===== src/hw/rtl/rfir_pkg.sv =====
package rfir_pkg;

   localparam int FRAME_IDS = 256;
   localparam int FID_W     = 8;
   localparam int FCNT_W    = $clog2(FRAME_IDS + 1);

   // action codes
   localparam logic [1:0] ACT_SEND  = 2'd0;
   localparam logic [1:0] ACT_RADIO = 2'd1;
   localparam logic [1:0] ACT_DISC  = 2'd2;

   // status codes
   localparam logic [1:0] ST_OK   = 2'd0;
   localparam logic [1:0] ST_DROP = 2'd1;
   localparam logic [1:0] ST_FULL = 2'd2;
   localparam logic [1:0] ST_DISC = 2'd3;

   // packet types
   localparam logic [7:0] PT_TX64     = 8'h00;
   localparam logic [7:0] PT_REMOTE   = 8'h17;
   localparam logic [7:0] PT_AT       = 8'h08;
   localparam logic [7:0] PT_AT_QUEUE = 8'h09;
   localparam logic [7:0] PT_DISCARD  = 8'h01;
   localparam logic [7:0] PT_RX64     = 8'h80;
   localparam logic [7:0] PT_AT_RSP   = 8'h88;
   localparam logic [7:0] PT_TX_STAT  = 8'h89;
   localparam logic [7:0] PT_REM_RSP  = 8'h97;

   localparam logic [7:0] GID_LAST = 8'd255;

   typedef enum logic {
      MODE_FIND = 1'b0,
      MODE_DISC = 1'b1
   } addr_mode_type;

   typedef struct packed {
      logic          start;
      addr_mode_type mode;
      logic          commit;
      logic [2:0]    client;
   } addr_cmd_type;

   typedef struct packed {
      logic       busy;
      logic       hit;
      logic [2:0] hit_owner;
      logic       full;
   } addr_stat_type;

   typedef struct packed {
      logic             lookup;
      logic             alloc;
      logic             disc_start;
      logic [FID_W-1:0] idx;
      logic [2:0]       client;
      logic [7:0]       local_id;
   } frame_cmd_type;

   typedef struct packed {
      logic       busy;
      logic       valid;
      logic [2:0] owner;
      logic [7:0] local_id;
   } frame_stat_type;

   function automatic logic is_claim(input logic [7:0] ptype);
      return (ptype == PT_TX64) || (ptype == PT_REMOTE);
   endfunction

   function automatic logic is_alloc(input logic [7:0] ptype);
      return (ptype == PT_TX64) || (ptype == PT_REMOTE) ||
             (ptype == PT_AT) || (ptype == PT_AT_QUEUE);
   endfunction

   function automatic logic is_frame_route(input logic [7:0] ptype);
      return (ptype == PT_AT_RSP) || (ptype == PT_TX_STAT) || (ptype == PT_REM_RSP);
   endfunction

endpackage


===== src/hw/rtl/rfir_frame_tbl.sv =====
module rfir_frame_tbl (
   input  logic                     clock,
   input  logic                     reset,
   input  rfir_pkg::frame_cmd_type  cmd,
   output rfir_pkg::frame_stat_type stat
);

   typedef struct packed {
      logic [2:0] owner;
      logic [7:0] local_id;
   } fentry_type;

   fentry_type mem [rfir_pkg::FRAME_IDS];
   fentry_type rd_ff;

   logic [rfir_pkg::FRAME_IDS-1:0] valid_ff;
   logic [rfir_pkg::FCNT_W-1:0]    cnt_ff;
   logic                           scan_ff;
   logic                           pend_ff;
   logic [rfir_pkg::FID_W-1:0]     idx_ff;

   logic                           rd_en;
   logic [rfir_pkg::FID_W-1:0]     rd_idx;
   logic                           scan_rd;
   logic                           cur_valid;

   assign scan_rd   = scan_ff && (cnt_ff < rfir_pkg::FCNT_W'(rfir_pkg::FRAME_IDS));
   assign rd_en     = scan_ff ? scan_rd : cmd.lookup;
   assign rd_idx    = scan_ff ? cnt_ff[rfir_pkg::FID_W-1:0] : cmd.idx;
   assign cur_valid = valid_ff[idx_ff];

   always_ff @(posedge clock) begin
      if (cmd.alloc) begin
         mem[cmd.idx] <= '{owner: cmd.client, local_id: cmd.local_id};
      end
      if (rd_en) begin
         rd_ff  <= mem[rd_idx];
         idx_ff <= rd_idx;
      end
   end

   always_ff @(posedge clock) begin
      if (reset) begin
         valid_ff <= '0;
         cnt_ff   <= '0;
         scan_ff  <= 1'b0;
         pend_ff  <= 1'b0;
      end else begin
         if (cmd.disc_start) begin
            scan_ff <= 1'b1;
            cnt_ff  <= '0;
            pend_ff <= 1'b0;
         end else if (scan_ff) begin
            pend_ff <= scan_rd;
            if (scan_rd) begin
               cnt_ff <= cnt_ff + 1'b1;
            end
            if (!scan_rd && !pend_ff) begin
               scan_ff <= 1'b0;
            end
            // entry read last cycle: drop it if it belongs to the leaving client
            if (pend_ff && cur_valid && (rd_ff.owner == cmd.client)) begin
               valid_ff[idx_ff] <= 1'b0;
            end
         end
         if (cmd.alloc) begin
            valid_ff[cmd.idx] <= 1'b1;
         end
      end
   end

   assign stat.busy     = scan_ff;
   assign stat.valid    = cur_valid;
   assign stat.owner    = rd_ff.owner;
   assign stat.local_id = cur_valid ? rd_ff.local_id : 8'd0;

endmodule


===== config.mk =====
export PLATFORM = sky130hd
export DESIGN_NAME = rfir_frame_tbl
export DESIGN_NICKNAME = d
export VERILOG_FILES = /design/src/hw/rtl/rfir_pkg.sv /design/src/hw/rtl/rfir_frame_tbl.sv
export SDC_FILE = /design/constraint.sdc
export NUM_CORES = 2
export LEC_CHECK = 0
export BUFFER_PORTS_ARGS = -buffer_cell sky130_fd_sc_hd__buf_2
export CORE_ASPECT_RATIO = 1.4
export CORE_MARGIN = 4
export CORE_UTILIZATION = 28
export CTS_CLUSTER_DIAMETER = 120
export DETAILED_ROUTE_END_ITERATION = 12
export SLEW_MARGIN = 20
export SYNTH_ARGS = -nofsm -noshare
export SYNTH_HDL_FRONTEND = slang
export SYNTH_SLANG_ARGS = --single-unit

===== constraint.sdc =====
create_clock -name clock -period 3.3 [get_ports clock]
set_clock_uncertainty 0.2 [all_clocks]
set_input_delay 0 -clock clock [delete_from_list [all_inputs] [get_ports clock]]
set_output_delay 0 -clock clock [all_outputs]
set_load 0.02 [all_outputs]

# ---- Word-level counts from Yosys, hierarchy flattened
# Memories as Yosys holds them, arrays and structs flattened. A register that Yosys moved wholly into a read port is not among the register bits.
# Cells that the tools add are included.
dict set report word_totals {
  register_bits 275
  ramBits 2816
  inputBits 24
  output_inout_bits 13
  word_cells 45
  mem_count 1
}
dict set report op_classes {
  n_addsub 1
  order_cmp 5
  n_eq_ne 1
  muxes 19
  bitwise_logic 3
  reduce_logical 10
}
# name depth word_bits rd rd_clocked_by_memory_dff wr line
set mem_list {}
lappend mem_list {mem 256 11 1 1 1 rfir_frame_tbl.sv:13} ;# fentry_type mem [rfir_pkg::FRAME_IDS];
# cell n
set op_table {}
lappend op_table {{2-to-1 mux 256 bit} 5}
lappend op_table {{bitwise AND 256 bit} 1}
lappend op_table {{NOT 256 bit} 1}
lappend op_table {{bitwise OR 256 bit} 1}
lappend op_table {{< comparator 8 x 9 -> 1 bit (second input constant)} 2}
lappend op_table {{demux 1 bit (select 8 bit)} 2}
lappend op_table {{>= comparator 8 x 1 -> 1 bit (second input constant)} 2}
lappend op_table {{2-to-1 mux 8 bit} 2}
lappend op_table {{adder 9 x 1 -> 9 bit (second input constant)} 1}
lappend op_table {{< comparator 9 bit (second input constant)} 1}
lappend op_table {{2-to-1 mux 1 bit} 9}
lappend op_table {{binary-select mux 1 bit (select 8 bit)} 1}
lappend op_table {{logical AND 1 bit} 6}
lappend op_table {{== test 3 bit} 1}
lappend op_table {{zero test 1 bit} 2}
lappend op_table {{AND reduction 2 bit} 1}
lappend op_table {{OR reduction 2 bit} 1}

# ---- Longest topological paths before layout
dict set report depth {
  ltp_word 12
  ltp_mapped 14
  depth_no_buf 9
}

# ---- Worst setup path after synthesis
# Ideal clock, no wire load.
dict set report synth_path {
  kind {register -> output}
  start {reg idx_ff[0] (netlist bit)}
  end {out stat[0] (netlist bit)}
  arrival_ns 2.704
  t_required_ns 3.100
  path_slack_ns 0.396
  stages_incl_launch_ff 11
  n_path_buf 3
  cell_sequence {edfxtp_1 -> buf_2 -> buf_2 -> buf_2 -> mux4_2 -> mux2i_1 -> mux2i_1 -> a22oi_2 -> nand4_4 -> mux2_4 -> and2_1}
}
# item line
set synth_lines {}
lappend synth_lines {{start, declared} rfir_frame_tbl.sv:20} ;# logic [rfir_pkg::FID_W-1:0] idx_ff;
lappend synth_lines {{start signal, assigned} rfir_frame_tbl.sv:38} ;# idx_ff <= rd_idx;
lappend synth_lines {{end, declared} rfir_frame_tbl.sv:5} ;# output rfir_pkg::frame_stat_type stat

==> impl_results.md <==
* Placer Congestion at roughly 0.94
* Fillers at about 42000
* Routed wire per std cell at around 26 um
* Hold_ws at about 0.0027 ns
* Number of global-route vias before repair at approximately 83000
* FP Rows at 289
* CTS tree: built
* CTS sink count at between 3000 and 4000
* Class of the worst hold path: in2reg
* Syn Inst Count at approximately 9400
* Top-level port count at 37
* PwrDens at between 500 and 600 nW/um^2
* H-tree levels at 5
* Routed vias/inst at slightly above 5
* Area of the core at 442000 um^2
* Post-DP HPWL at around 280000 um
* First-pass DRT Iterations at 10
* CP delay by family, top: multiplexers
* Status: complete, but fails checks
* Port buffer count at 36
* Multiplexer share of the synthesized area at approximately 4.4%
* Count of cell types in the netlist at 77
* Max_slew headroom at 3.28%
* Setup Slack @ Placement at -0.772 ns
* Post-synthesis adder-cell area fraction at less than 1%
* Asr flop ratio synth at 0%
* CP Capture Type: primary output
* Period utilization at 122%
* Bufs and invs on worst path at 6
* Post-Synth Simple-Gate Area at 13.6%
* Syn avg cell area at 13.2 um^2
* Initial antenna violation count at 23
* Max-cap check violation count at 0
* RSZ-0062 raised after global routing: true
* Largest family of logic cells by synthesized area: simple AND/OR/NAND/NOR gates
* Die height at about 800 um
* Largest net degree at the start of global routing at roughly 190
* Via count at 85818
* Area Overhead vs Synth at 24.7%
* Leak at roughly 55 nW
* Final Critical Period at between 4 and 5 ns
* Layout Nets at between 10000 and 15000
* Compound-cell area share of the yosys netlist at between 5 and 6%
* Die width at ~570 um
* DRT Wirelength at between 400000 and 500000 um
* Slowest CP cell: mux4_2
* Critical Path Max Stage Delay at approximately 0.50 ns
* Post-synthesis sequential area ratio at 72.9%
* Failing checks: setup timing
* Crit path cell chain: buf_6 -> buf_8 -> buf_12 -> buf_6 -> mux4_2 -> mux2i_2 -> nand2_1 -> nand4b_1 -> nand4_4 -> mux2_4 -> buf_8 -> and2_4 -> buf_6
* Fin. Hold Viols at 0
* Post-Synth XOR/XNOR Area at less than 1%
* Total track usage at 18.2%
* Critical path peak fanout at 8
* Clock root cell: clkbuf_16
* Share of cells above drive strength 1 at 21.8%
* Peak VDD IR at roughly 0.00046 V
* Yosys reg bits at about 3100
* Worst Path Required at approximately 3.1 ns
* Global-route wire length before repair at 605000 um
* Initial core utilization at ~28%
* CP arrival at approximately 3.8 ns
* Clk buf depth at 4
* Fmax at 249 MHz
* Startpoint class of the critical path: flop
* Top_reg_cell synth: edfxtp_1
* Net Count, Synth at 9451
* Critical path class: reg2out
* Crit path top cell by count: buf_6
* Max-slew violation count at 0
* Synth Warn # at 0
* Post-synthesis instance area at ~120000 um^2
* Inserted Clock Buffers at between 200 and 300
* DRT iter0 DRCs at 9389
* Worst-Margin Slew at 1.45 ns
* Final Setup Violations at between 100 and 150
* Die Area at around 450000 um^2
* Clock Latency Late Sink at a little over 0.9 ns
* Congestion Overflow GR at 0
* Post-synth EDFFs at roughly 2800
* Setup ws final at -0.718 ns
* Number of remaining DRC errors at 0
* Post-DRT Antenna Nets at 0
* CTS clk-pin slew, worst paths at around 0.07 ns
[cell usage in the layout, fill, tap and decap left out, drive strengths merged, types with 13 or more instances in the layout]
master / instances
mux4: 177
bufinv: 17
nor3: 40
nor4: 39
a32oi: 33
and3: 164
nor2: 73
edfxtp: 2835
nand2: 2525
a22oi: 39
clkinv: 90
o22ai: 48
a311oi: 109
and2: 19
clkinvlp: 13
clkbuf: 360
a211oi: 17
inv: 277
nor2b: 16
dlygate4sd3: 38
a21oi: 385
a31oi: 197
o21ai: 298
mux2i: 129
nand4: 94
nand2b: 16
bufbuf: 22
nand3: 890
dfxtp: 267
buf: 1326
[cells in the mapped netlist (13+ instances only)]
cell      number  area [um^2]
buf_6         13          146
o21ai_0      275         1380
nor4_1        39          244
a311oi_1     109          955
nor2_1        71          267
buf_1         56          210
nand2b_1      16          100
nand4_1       92          576
nand2_1     2525         9480
nor3_1        40          200
a211oi_1      17          128
buf_2        254         1270
clkbuf_1     241          905
and2_1        19          119
o21ai_1       23          115
dfxtp_1      267         5350
a31oi_1      197         1230
nor2b_1       16          100
a21oi_1      384         1920
and3_1       164         1030
nand3_1      877         4390
mux2i_1      125         1250
a22oi_1       38          285
mux4_2       177         3990
buf_4         56          420
o22ai_1       48          300
a32oi_1       33          289
inv_1        258          968
edfxtp_1    2835        85100
[registers in the layout, summed over array words and instances, names as in the netlist]
signal    count
mem        2816
rd_ff         8
scan_ff       1
stat          3
cnt_ff        9
pend_ff       1
valid_ff    256
idx_ff        8
[what timing repair did]
action	in CTS	in global routing
setup endpoints to repair	21	132
pin swaps	111	184
cloned	37	20
resized for setup	470	378
buffers inserted	118	91
hold buffers	40	0
hold endpoints to repair	3253	0
[path summary, 6_finish.rpt]
kind,cells after the start,start,slack [ns],end
worst min-delay path,2,cmd[2],0.003,mem[154][2]
worst max-delay path,13,idx_ff[1],-0.72,stat[4]
worst min register to register,2,valid_ff[130],0.26,valid_ff[130]
worst max register to register,20,idx_ff[1],-0.45,valid_ff[140]
[metrics by stage]
stage          total power, W  util (%)  instances  area [um^2]  TNS, ns
6_report               0.0841      35.0      16522       155000   -52.31
5_1_grt                0.0862      35.0      16511       155000   -55.33
4_1_cts                0.0838      34.5      16427       152000    -7.37
3_5_place_dp           0.0511      31.5      15763       139000    -6.60
3_3_place_gp           0.0511      31.5      15763       139000    -7.00
2_1_floorplan          0.0471         -       9426       124000        0
[routing by layer]
layer / up-vias / GRT usage (%) / share of wire (%)
li1: 36862 / - / -
met1: 43350 / 20.9 / 35
met2: 4388 / 31.1 / 49
met3: 1204 / 2.96 / 8.0
met4: 14 / 12.1 / 8.0
met5: - / 0 / 0.019
[power by group]
| part | internal (W) | leakage [nW] | switching (W) |
|---|---|---|---|
| clock network | 0.0174 | 4.19 | 0.0147 |
| registers | 0.0429 | 27.6 | 0.0000881 |
| logic | 0.00353 | 22.7 | 0.00547 |
[cells by family after synthesis]
group,Yosys count
buffers and inverters,884
multiplexers,317
AO/OA/AOI/OAI,1202
AND/OR/NAND/NOR,3911
adder cells (fa/ha/maj),1
flip-flops,3102
XOR/XNOR,9
[layout make-up]
cell class	count	area (um^2)	share of cell area [%]
clock buffer	343	7400	4.78
sequential	3102	90500	58.5
clock inverter	133	1190	0.770
timing repair buffer	1403	15000	9.69
antenna	12	30.0	0.0194
inverter	264	1060	0.685
tap	5820	7280	4.70
multi-input combinational	5445	32400	20.9
Power figures use the tool's default switching activity.
